### src/rtl/prq_pkg.sv
// Package for the priority bitmap run queue.
// Holds the beat structs, action and status codes, and the controller command struct.
// Depends on nothing.
`timescale 1ns / 1ps

package prq_pkg;

    localparam logic [1:0] ACT_ENQUEUE = 2'd0;
    localparam logic [1:0] ACT_DEQUEUE = 2'd1;
    localparam logic [1:0] ACT_PICK    = 2'd2;
    localparam logic [1:0] ACT_UNUSED  = 2'd3;

    localparam logic [1:0] ST_OK         = 2'd0;
    localparam logic [1:0] ST_ALREADY_Q  = 2'd1;
    localparam logic [1:0] ST_NOT_QUEUED = 2'd2;
    localparam logic [1:0] ST_EMPTY      = 2'd3;

    // Levels are searched in groups of this many bits.
    localparam int GRP_SIZE = 8;
    localparam int GRP_BITS = 3;

    typedef struct packed {
        logic [1:0]  action;
        logic [5:0]  thread_id;
        logic [6:0]  priority_req;
        logic [15:0] load_amount;
    } request_t;

    typedef struct packed {
        logic [1:0]  status;
        logic [5:0]  picked_thread;
        logic [6:0]  queued_count;
        logic [31:0] total_load;
    } result_t;

    typedef struct packed {
        logic capture;
        logic look;
        logic level;
        logic update;
    } ctrl_cmd_t;

endpackage

### src/rtl/prq_ctrl.sv
// Controller state machine of the run queue.
// Sequences capture, lookup, level read and update; depends on prq_pkg.
`timescale 1ns / 1ps

module prq_ctrl
(
    input  logic              clk,
    input  logic              rst_n,
    input  logic              start,
    output logic              busy,
    output prq_pkg::ctrl_cmd_t cmd
);

    localparam logic [1:0] S_IDLE   = 2'd0;
    localparam logic [1:0] S_LOOK   = 2'd1;
    localparam logic [1:0] S_LEVEL  = 2'd2;
    localparam logic [1:0] S_UPDATE = 2'd3;

    logic [1:0] state_reg;
    logic [1:0] state_next;

    always_comb
    begin
        state_next = state_reg;
        unique case (state_reg)
            S_IDLE:
            begin
                if (start)
                begin
                    state_next = S_LOOK;
                end
            end
            S_LOOK:   state_next = S_LEVEL;
            S_LEVEL:  state_next = S_UPDATE;
            S_UPDATE: state_next = S_IDLE;
            default:  state_next = S_IDLE;
        endcase
    end

    always_ff @(posedge clk or negedge rst_n)
    begin
        if (!rst_n)
        begin
            state_reg <= S_IDLE;
        end
        else
        begin
            state_reg <= state_next;
        end
    end

    assign busy        = (state_reg != S_IDLE);
    assign cmd.capture = (state_reg == S_IDLE) && start;
    assign cmd.look    = (state_reg == S_LOOK);
    assign cmd.level   = (state_reg == S_LEVEL);
    assign cmd.update  = (state_reg == S_UPDATE);

endmodule

### src/rtl/prq_datapath.sv
// Datapath of the run queue: list memories, level bitmap, counters and result register.
// Driven by prq_ctrl commands; depends on prq_pkg.
`timescale 1ns / 1ps

module prq_datapath #(
    parameter int NUM_LEVELS  = 100,
    parameter int MAX_THREADS = 64
)
(
    input  logic               clk,
    input  logic               rst_n,
    input  prq_pkg::ctrl_cmd_t cmd,
    input  prq_pkg::request_t  request,
    output logic               done,
    output prq_pkg::result_t   result
);

    localparam int LVL_W = $clog2(NUM_LEVELS);
    localparam int TID_W = $clog2(MAX_THREADS);
    localparam int CNT_W = $clog2(MAX_THREADS + 1);
    localparam int NGRP  = (NUM_LEVELS + prq_pkg::GRP_SIZE - 1) / prq_pkg::GRP_SIZE;
    localparam int GRP_W = (NGRP > 1) ? $clog2(NGRP) : 1;
    localparam int PAD_W = NGRP * prq_pkg::GRP_SIZE;

    // Linked-list storage; contents are only read where valid.
    logic [TID_W-1:0] head_mem [NUM_LEVELS];
    logic [TID_W-1:0] tail_mem [NUM_LEVELS];
    logic [TID_W-1:0] next_mem [MAX_THREADS];
    logic [TID_W-1:0] prev_mem [MAX_THREADS];
    logic [LVL_W-1:0] tlvl_mem [MAX_THREADS];

    logic [NUM_LEVELS-1:0]  nonempty_reg;
    logic [MAX_THREADS-1:0] queued_reg;
    logic [CNT_W-1:0]       count_reg;
    logic [31:0]            load_reg;

    logic [1:0]       act_reg;
    logic [TID_W-1:0] tid_reg;
    logic             idok_reg;
    logic [6:0]       prio_reg;
    logic [15:0]      amount_reg;

    logic [LVL_W-1:0] tlvl_rd_reg;
    logic [NGRP-1:0]  grp_any_reg;
    logic [prq_pkg::GRP_BITS-1:0] grp_enc_reg [NGRP];

    logic [TID_W-1:0] head_rd_reg;
    logic [TID_W-1:0] tail_rd_reg;
    logic [TID_W-1:0] next_rd_reg;
    logic [TID_W-1:0] prev_rd_reg;
    logic [LVL_W-1:0] lvl_reg;
    logic             lvl_ne_reg;
    logic             pick_any_reg;

    logic             done_reg;
    prq_pkg::result_t result_reg;

    logic [PAD_W-1:0] bm_pad;
    logic [NGRP-1:0]  grp_any;
    logic [prq_pkg::GRP_BITS-1:0] grp_enc [NGRP];
    logic [GRP_W-1:0] pick_grp;
    logic [LVL_W-1:0] pick_lvl;
    logic [LVL_W-1:0] prio_sat;
    logic [LVL_W-1:0] lvl_sel;

    logic             enq_ok;
    logic             deq_ok;
    logic             is_head;
    logic             is_tail;
    logic             queued_now;
    logic [1:0]       status_next;
    logic [CNT_W-1:0] count_next;
    logic [31:0]      load_next;
    logic [32:0]      load_sum;

    assign bm_pad = PAD_W'(nonempty_reg);

    // Per-group priority encode of the nonempty bitmap.
    always_comb
    begin
        for (int g = 0; g < NGRP; g++)
        begin
            grp_enc[g] = '0;
            grp_any[g] = 1'b0;
            for (int b = 0; b < prq_pkg::GRP_SIZE; b++)
            begin
                if (bm_pad[g * prq_pkg::GRP_SIZE + b])
                begin
                    grp_enc[g] = prq_pkg::GRP_BITS'(b);
                    grp_any[g] = 1'b1;
                end
            end
        end
    end

    // Highest nonempty group from the registered group summary.
    always_comb
    begin
        pick_grp = '0;
        for (int g = 0; g < NGRP; g++)
        begin
            if (grp_any_reg[g])
            begin
                pick_grp = GRP_W'(g);
            end
        end
        pick_lvl = LVL_W'({pick_grp, grp_enc_reg[pick_grp]});
    end

    assign prio_sat = (prio_reg > 7'(NUM_LEVELS - 1)) ? LVL_W'(NUM_LEVELS - 1)
                                                       : LVL_W'(prio_reg);

    always_comb
    begin
        priority case (act_reg)
            prq_pkg::ACT_ENQUEUE: lvl_sel = prio_sat;
            prq_pkg::ACT_DEQUEUE: lvl_sel = tlvl_rd_reg;
            default:              lvl_sel = pick_lvl;
        endcase
    end

    assign queued_now = queued_reg[tid_reg];
    assign enq_ok  = (act_reg == prq_pkg::ACT_ENQUEUE) && idok_reg && !queued_now;
    assign deq_ok  = (act_reg == prq_pkg::ACT_DEQUEUE) && idok_reg && queued_now;
    assign is_head = (head_rd_reg == tid_reg);
    assign is_tail = (tail_rd_reg == tid_reg);
    assign load_sum = {1'b0, load_reg} + 33'(amount_reg);

    always_comb
    begin
        status_next = prq_pkg::ST_OK;
        count_next  = count_reg;
        load_next   = load_reg;
        priority if (act_reg == prq_pkg::ACT_ENQUEUE)
        begin
            if (!idok_reg)
            begin
                status_next = prq_pkg::ST_NOT_QUEUED;
            end
            else if (queued_now)
            begin
                status_next = prq_pkg::ST_ALREADY_Q;
            end
            else
            begin
                count_next = count_reg + CNT_W'(1);
                load_next  = load_sum[32] ? 32'hFFFF_FFFF : load_sum[31:0];
            end
        end
        else if (act_reg == prq_pkg::ACT_DEQUEUE)
        begin
            if (!deq_ok)
            begin
                status_next = prq_pkg::ST_NOT_QUEUED;
            end
            else
            begin
                if (count_reg != '0)
                begin
                    count_next = count_reg - CNT_W'(1);
                end
                load_next = (load_reg >= 32'(amount_reg)) ? load_reg - 32'(amount_reg)
                                                          : 32'd0;
            end
        end
        else if (act_reg == prq_pkg::ACT_PICK)
        begin
            if (!pick_any_reg)
            begin
                status_next = prq_pkg::ST_EMPTY;
            end
        end
    end

    // Memory reads and writes, no reset.
    always_ff @(posedge clk)
    begin
        if (cmd.capture)
        begin
            act_reg    <= request.action;
            tid_reg    <= TID_W'(request.thread_id);
            idok_reg   <= (32'(request.thread_id) < MAX_THREADS);
            prio_reg   <= request.priority_req;
            amount_reg <= request.load_amount;
        end
        if (cmd.look)
        begin
            tlvl_rd_reg <= tlvl_mem[tid_reg];
            grp_any_reg <= grp_any;
            for (int g = 0; g < NGRP; g++)
            begin
                grp_enc_reg[g] <= grp_enc[g];
            end
        end
        if (cmd.level)
        begin
            head_rd_reg  <= head_mem[lvl_sel];
            tail_rd_reg  <= tail_mem[lvl_sel];
            next_rd_reg  <= next_mem[tid_reg];
            prev_rd_reg  <= prev_mem[tid_reg];
            lvl_reg      <= lvl_sel;
            lvl_ne_reg   <= nonempty_reg[lvl_sel];
            pick_any_reg <= |grp_any_reg;
        end
        if (cmd.update)
        begin
            if (enq_ok)
            begin
                if (lvl_ne_reg)
                begin
                    next_mem[tail_rd_reg] <= tid_reg;
                end
                else
                begin
                    head_mem[lvl_reg] <= tid_reg;
                end
                prev_mem[tid_reg] <= tail_rd_reg;
                tail_mem[lvl_reg] <= tid_reg;
                tlvl_mem[tid_reg] <= lvl_reg;
            end
            else if (deq_ok)
            begin
                if (is_head && !is_tail)
                begin
                    head_mem[lvl_reg] <= next_rd_reg;
                end
                else if (is_tail && !is_head)
                begin
                    tail_mem[lvl_reg] <= prev_rd_reg;
                end
                else if (!is_head && !is_tail)
                begin
                    next_mem[prev_rd_reg] <= next_rd_reg;
                    prev_mem[next_rd_reg] <= prev_rd_reg;
                end
            end
            result_reg.status        <= status_next;
            result_reg.picked_thread <= ((act_reg == prq_pkg::ACT_PICK) && pick_any_reg)
                                        ? 6'(head_rd_reg) : 6'd0;
            result_reg.queued_count  <= 7'(count_next);
            result_reg.total_load    <= load_next;
        end
    end

    always_ff @(posedge clk or negedge rst_n)
    begin
        if (!rst_n)
        begin
            nonempty_reg <= '0;
            queued_reg   <= '0;
            count_reg    <= '0;
            load_reg     <= '0;
            done_reg     <= 1'b0;
        end
        else
        begin
            done_reg <= cmd.update;
            if (cmd.update)
            begin
                count_reg <= count_next;
                load_reg  <= load_next;
                if (enq_ok)
                begin
                    nonempty_reg[lvl_reg] <= 1'b1;
                    queued_reg[tid_reg]   <= 1'b1;
                end
                else if (deq_ok)
                begin
                    queued_reg[tid_reg] <= 1'b0;
                    if (is_head && is_tail)
                    begin
                        nonempty_reg[lvl_reg] <= 1'b0;
                    end
                end
            end
        end
    end

    assign done   = done_reg;
    assign result = result_reg;

endmodule

### src/rtl/priority_bitmap_run_queue.sv
// Top level of the priority bitmap run queue.
// Instantiates prq_ctrl and prq_datapath; depends on prq_pkg.
`timescale 1ns / 1ps

// Usage:
// A request beat (enqueue, dequeue or pick) is accepted at a rising edge where
// start is high and busy is low. Every request produces exactly one result beat,
// shown on result for a single cycle while done is high.
// Each request passes through a capture edge, a lookup cycle that reads the
// thread's stored level and encodes the level bitmap in groups, a level cycle
// that selects the level and reads the head, tail and link memories, and an
// update cycle that writes the lists back and registers the result.
// The result is visible after the update step, and busy is
// already low in that cycle, so a new request can be accepted while the
// previous result is shown; busy stays high from the accepting edge until
// the update step, so requests are not overlapped.
// Reset clears the level bitmap, the queued flags, the thread count and the
// load sum at once; the list memories need no clearing. The receiver cannot
// stall: a result beat must be taken in the cycle it is shown.

module priority_bitmap_run_queue #(
    parameter int NUM_LEVELS  = 100,
    parameter int MAX_THREADS = 64
)
(
    input  logic              clk,
    input  logic              rst_n,
    input  logic              start,
    output logic              busy,
    input  prq_pkg::request_t request,
    output logic              done,
    output prq_pkg::result_t  result
);

    prq_pkg::ctrl_cmd_t cmd;

    // The controller only sequences; all queue state lives in the datapath.
    prq_ctrl u_ctrl
    (
        .clk   (clk),
        .rst_n (rst_n),
        .start (start),
        .busy  (busy),
        .cmd   (cmd)
    );

    prq_datapath #(
        .NUM_LEVELS  (NUM_LEVELS),
        .MAX_THREADS (MAX_THREADS)
    ) u_datapath
    (
        .clk     (clk),
        .rst_n   (rst_n),
        .cmd     (cmd),
        .request (request),
        .done    (done),
        .result  (result)
    );

endmodule

### config.mk
export PLATFORM = sky130hd
export DESIGN_NAME = priority_bitmap_run_queue
export DESIGN_NICKNAME = d
export VERILOG_FILES = /design/src/rtl/prq_pkg.sv /design/src/rtl/prq_ctrl.sv /design/src/rtl/prq_datapath.sv /design/src/rtl/priority_bitmap_run_queue.sv
export SDC_FILE = /design/constraint.sdc
export NUM_CORES = 2
export LEC_CHECK = 0
export ABC_AREA = 0
export BUFFER_PORTS_ARGS = -buffer_cell sky130_fd_sc_hd__buf_2
export CAP_MARGIN = 25
export CORE_MARGIN = 3
export CORE_UTILIZATION = 55
export DETAILED_ROUTE_END_ITERATION = 10
export PLACE_DENSITY_LB_ADDON = 0.08
export SYNTH_ARGS = -nofsm -noshare
export SYNTH_HDL_FRONTEND = slang
export SYNTH_SLANG_ARGS = --single-unit
### constraint.sdc
create_clock -name clk -period 4.9 [get_ports clk]
set_input_delay 0.735 -clock clk [delete_from_list [all_inputs] [get_ports clk]]
set_output_delay 0.735 -clock clk [all_outputs]
set_load 0.05 [all_outputs]
# Yosys cells after proc, flatten, opt, wreduce, memory -nomap -nowiden
# Memories as Yosys holds them, arrays and structs flattened. A register that Yosys moved wholly into a read port is not among the register bits.
# Cells that the tools add are included.
[word_totals]
mem_count = 6
in_bits = 34
register_bits = 306
ram_bits = 2455
word_cells = 285
[classes]
n_eq_ne = 8
n_bitwise = 8
n_lt_le_gt_ge = 7
reduce_logical = 37
muxes = 185
add_sub_neg = 4
[mem_list]
columns = ["memory", "words", "width", "read_ports", "rd_ports_with_merged_regs", "write_ports", "line_no", "source"]
rows = [
  ["u_datapath.head_mem", 100, 6, 1, 1, 1, "prq_datapath.sv:26", "logic [TID_W-1:0] head_mem [NUM_LEVELS];"],
  ["u_datapath.tail_mem", 100, 6, 1, 1, 1, "prq_datapath.sv:27", "logic [TID_W-1:0] tail_mem [NUM_LEVELS];"],
  ["u_datapath.tlvl_mem", 64, 7, 1, 1, 1, "prq_datapath.sv:30", "logic [LVL_W-1:0] tlvl_mem [MAX_THREADS];"],
  ["u_datapath.next_mem", 64, 6, 1, 1, 1, "prq_datapath.sv:28", "logic [TID_W-1:0] next_mem [MAX_THREADS];"],
  ["u_datapath.prev_mem", 64, 6, 1, 1, 1, "prq_datapath.sv:29", "logic [TID_W-1:0] prev_mem [MAX_THREADS];"],
  ["u_datapath.grp_enc_reg", 13, 3, 1, 0, 13, "prq_datapath.sv:45", "logic [prq_pkg::GRP_BITS-1:0] grp_enc_reg [NGRP];"],
]
[ops]
columns = ["op", "n"]
rows = [
  ["two-way mux 100 bit", 3],
  ["two-way mux 32 bit", 6],
  ["two-way mux 3 bit", 54],
  ["two-way mux 64 bit", 2],
  ["bitwise AND 100 bit", 1],
  ["NOT 100 bit", 1],
  ["OR 100 bit", 1],
  ["OR reduction 7 bit", 12],
  ["two-way mux 1 bit", 65],
  ["bitwise AND 64 bit", 1],
  ["two-way mux 2 bit", 32],
  ["NOT 64 bit", 1],
  ["OR 64 bit", 1],
  ["two-way mux 7 bit", 6],
  ["two-way mux 6 bit", 6],
  ["adder 32 x 16 -> 33 bit", 1],
  ["greater-or-equal comparator 32 x 16 -> 1 bit", 1],
  ["subtractor 32 x 16 -> 32 bit", 1],
  ["two-way mux 4 bit", 5],
  ["< comparator 7 x 8 -> 1 bit, second input constant", 2],
  ["case mux 7 bit (2 select lines)", 1],
  ["OR reduction 13 bit", 1],
  ["equality test 6 bit", 2],
  ["OR reduction 6 bit", 2],
  ["23 further kinds", 41],
]

# Depth between registers and ports, before layout
# An unclocked memory read counts as a cell.
[logic_depth]
depth_word = 16
ltp_mapped = 18
mapped_depth_nobuf = 16

# Cells and area by module
# From an unflattened synthesis, not the netlist that was laid out.
[hier_totals]
hier_cells = 8026
hier_area_um2 = 112751.9
[by_module_without_submodules]
columns = ["mod", "cells_per_inst", "area_per_inst_um2", "instances"]
rows = [
  ["prq_datapath", 8011, 112578.0, 1],
  ["prq_ctrl", 15, 173.9, 1],
]

# Worst setup path before layout
# Ideal clock, no wire load.
[synth_timing]
kind = "reg2reg"
start = "register u_ctrl.state_reg[1]"
end = "memory u_datapath.prev_mem[56][0] (netlist name), enable pin"
required_ns = 4.549
setup_time_ns = 0.351
setup_slack_ns = 0.248
path_buffers = 2
path_stages_with_launch = 9
t_arrival_ns = 4.301
cell_sequence = "dfrtp_1 > ha_1 > clkbuf_1 > nand4_2 > buf_4 > mux2i_1 > inv_1 > nand3_1 > nor2_1"
[synth_rtl]
columns = ["element", "line_no", "source"]
rows = [
  ["from (decl)", "prq_ctrl.sv:19", "logic [1:0] state_reg;"],
  ["from (signal assigned)", "prq_ctrl.sv:48", "state_reg <= state_next;"],
  ["to (decl)", "prq_datapath.sv:29", ""],
]

# Worst setup path in the final report
[layout_timing]
start = "register u_datapath.grp_any_reg[4]"
end = "register u_datapath.head_rd_reg[1] (read register of u_datapath.head_mem) (data pin)"
[layout_between]
elab_chain_cells = 11
[layout_rtl]
columns = ["element", "line_no", "source"]
rows = [
  ["from (decl)", "prq_datapath.sv:44", "logic [NGRP-1:0] grp_any_reg;"],
  ["from (signal assigned)", "prq_datapath.sv:189", "grp_any_reg <= grp_any;"],
  ["two-way mux 3 bit * (4 in series)", "prq_datapath.sv:102", "if (grp_any_reg[g])"],
  ["two-way mux 4 bit * (5 in series)", "prq_datapath.sv:102", ""],
  ["memory (13 x 3 bit)", "--", ""],
  ["case mux 7 bit (2 select lines) *", "prq_datapath.sv:115", "priority case (act_reg)"],
  ["to (decl)", "prq_datapath.sv:47", "logic [TID_W-1:0] head_rd_reg;"],
]
# Mark *: on every way between the ends. The rest lies on a longest branch, timed or not.
# A chain may end at the register's enable or synchronous reset.

==> impl_metrics.env <==
export IMPL_status="complete, no violations"
export IMPL_vias_per_cell=6.47
export IMPL_finalNonFillerCells=11419
export IMPL_placed_cell_area_um2=118000
export IMPL_ant_nets=0
export IMPL_fin_ws_ns=0.0918
export IMPL_holdWs_ns=0.0711
export IMPL_p_switching_mw=25.2
export IMPL_numCtsBuffers=305
export IMPL_power_leakage_nw=43.4
export IMPL_synthFlopType="edfxtp_1"
export IMPL_slew_limit_headroom=0.296
export IMPL_syn_inst=8132
export IMPL_io_pins=83
export IMPL_initial_core_util=0.554
export IMPL_clkPwrFrac=0.299
export IMPL_route_detailed_drc=0
export IMPL_wl_mm=336
export IMPL_post_place_ws_ns=-0.317
export IMPL_period_minus_slack_ns=4.81
export IMPL_maxSlewViolCount=0
export IMPL_hp_class="primary input to flip-flop"
export IMPL_grt_max_degree=123
export IMPL_critPathArrivalTime_ns=5.45
export IMPL_final_util=0.632
export IMPL_wl_per_cell_um=29.4
export IMPL_portBuffers=82
export IMPL_rows=165
export IMPL_power_density_nw_per_um2=568
export IMPL_drt_initial_drc_count=9949
export IMPL_netlist_area_um2=112000
export IMPL_synth_seq_area_share=0.738
export IMPL_max_vdd_ir_drop_uv=536
export IMPL_cts_htree_levels=5
export IMPL_die_area_um2=209000
export IMPL_endpoint_kind="flip-flop"
export IMPL_async_flop_share=0.0738
export IMPL_combPwrFrac=0.293
export IMPL_grt_pass1_wl_mm=486
export IMPL_start_kind="flip-flop"
export IMPL_skew_ns=0.0531
export IMPL_max_cap_violations=0
export IMPL_layout_drive_gt1_share=0.128
export IMPL_core_um2=203000
export IMPL_internal_power_mw=47.5
export IMPL_cts_buffer_depth=4
export IMPL_yosysWarningCount=0
export IMPL_clock_latency_ns=0.94
export IMPL_setup_viol=0
export IMPL_final_common_cell="edfxtp_1"
export IMPL_dp_hpwl_mm=214
export IMPL_reg_top3="u_datapath.head_mem (600), u_datapath.tail_mem (600), u_datapath.tlvl_mem (448)"
export IMPL_antenna_found_initial=5
export IMPL_fmax_mhz=208
export IMPL_grt_setup_unrepaired="false"
export IMPL_final_nets=8612
export IMPL_area_growth_syn_to_layout_pct=14.1
export IMPL_firstDrtPassIters=7
export IMPL_fin_area_um2=128000
export IMPL_tightest_slew_ns=1.06
export IMPL_synth_nets=8208
export IMPL_ys_seq_elements=2791
export IMPL_die_h_um=458
export IMPL_path_class="flip-flop to flip-flop"
export IMPL_setup_tns_ns=0
export IMPL_clkSinkCount=2791
export IMPL_path_clk_slew_ns=0.07
export IMPL_worstPathRequired_ns=5.54
export IMPL_finalHoldViolCount=0
export IMPL_cts_root_buf="clkbuf_16"
export IMPL_num_vias=73861
export IMPL_critical_path_max_fanout=12
export IMPL_die_x_um=458
export IMPL_routabilityCongestion=0.931
export IMPL_mostFrequentLayoutCells="edfxtp_1 (2585), nand2_1 (1240), nor2_1 (586)"
export IMPL_tritoncts="yes"
export IMPL_total_power_mw=72.7
export IMPL_ys_types=83
export IMPL_finalCritPeriodShare=0.981
export IMPL_seqPwrFrac=0.409
export IMPL_dpl_cell_count=10870
export IMPL_synth_area_per_cell_um2=13.8
export IMPL_grt_pass1_vias=70330
export IMPL_gr_total_overflow=0
export IMPL_track_usage=0.316
export IMPL_switching_share=0.347
export IMPL_synth_edff_count=2585
-- layout make-up --
type | count | area, um^2
fill | 14924 | 74600
sequential | 2791 | 82800
tap | 2672 | 3340
timing repair buffer | 598 | 4950
antenna | 4 | 10.0
clock inverter | 125 | 1070
clock buffer | 389 | 8180
inverter | 88 | 353
multi-input combinational | 4752 | 27300
-- cell usage after synthesis (all sizes together) (157+ instances only) --
library cell  instances  share of area
mux2i               174          0.016
dfrtp               206          0.046
edfxtp             2585           0.69
nand3               365          0.016
a22oi               408          0.027
a31oi               157         0.0088
a21oi               402          0.018
o21ai               317          0.014
buf                 195         0.0084
nor2                594          0.020
clkbuf              306          0.010
nand2              1245          0.042
-- final timing paths --
path,start,endpoint,slack (ns),cells after the start
setup / recovery,u_datapath.grp_any_reg[4]$_SDFFCE_PP1N_,u_datapath.head_rd_reg[1]$_DFFE_PP_,0.09,14
hold / removal,request[23],u_datapath.tid_reg[0]$_DFFE_PP_,0.07,1
setup reg to reg,u_datapath.grp_any_reg[4]$_SDFFCE_PP1N_,u_datapath.head_rd_reg[1]$_DFFE_PP_,0.09,14
hold reg to reg,flip-flop,flip-flop,0.51,2
max in group asynchronous,rst_n,async pin,3.18,3
min in group asynchronous,rst_n,u_datapath.load_reg[1]$_DFFE_PN0P_,0.33,2
-- power groups by stage --
| stage | registers (mW) | clock network [mW] | logic (mW) |
|---|---|---|---|
| after floorplan | 30.4 | 0 | 11.4 |
| after global placement | 30.1 | 0 | 20.5 |
| after detailed placement | 30.1 | 0 | 20.7 |
| after CTS | 29.7 | 21.9 | 20.9 |
| after global routing | 29.8 | 22.8 | 22.5 |
| final | 29.7 | 21.7 | 21.3 |
-- repair_timing --
item / 4_1_cts / 5_1_grt
endpoints found under the hold margin: 109 / 0
hold buffers: 27 / 0
endpoints found under the setup margin: 10 / 65
gates resized for setup: 16 / 29
setup buffers: 0 / 1
pin swaps: 0 / 2
cloned: 0 / 1
-- metal layers --
| layer | global-route usage | up-vias | wire, um |
|---|---|---|---|
| li1 | - | 32030 | - |
| met1 | 0.441 | 37233 | 133000 |
| met2 | 0.501 | 3872 | 160000 |
| met3 | 0.0490 | 726 | 28400 |
| met4 | 0.128 | 0 | 14600 |
| met5 | 0 | - | 0 |
-- cell families (layout without fill, tap and decap cells) --
group,after synthesis,after routing,synth area share
buffers and inverters,589,1200,0.0215
flip-flops,2791,2791,0.738
multiplexers,234,234,0.0225
AO/OA/AOI/OAI,1880,1880,0.112
other,0,4,0
adder cells (fa/ha/maj),42,42,0.00482
XOR/XNOR,43,43,0.00336
AND/OR/NAND/NOR,2553,2553,0.0979
-- worst max-delay path, stage by stage (launching register included) --
cell and delay, ns:
edfxtp_1 0.45, or4_4 0.58, a21o_1 0.29, mux4_2 0.47, a311oi_2 0.38, and2_2 0.26
clkinv_2 0.25, buf_4 0.31, nand2_2 0.18, buf_6 0.23, o22ai_1 0.12, a31oi_1 0.29
a21oi_1 0.19, and4b_1 0.41, a21oi_1 0.09
No activity file was read; power rests on OpenSTA's default activity.
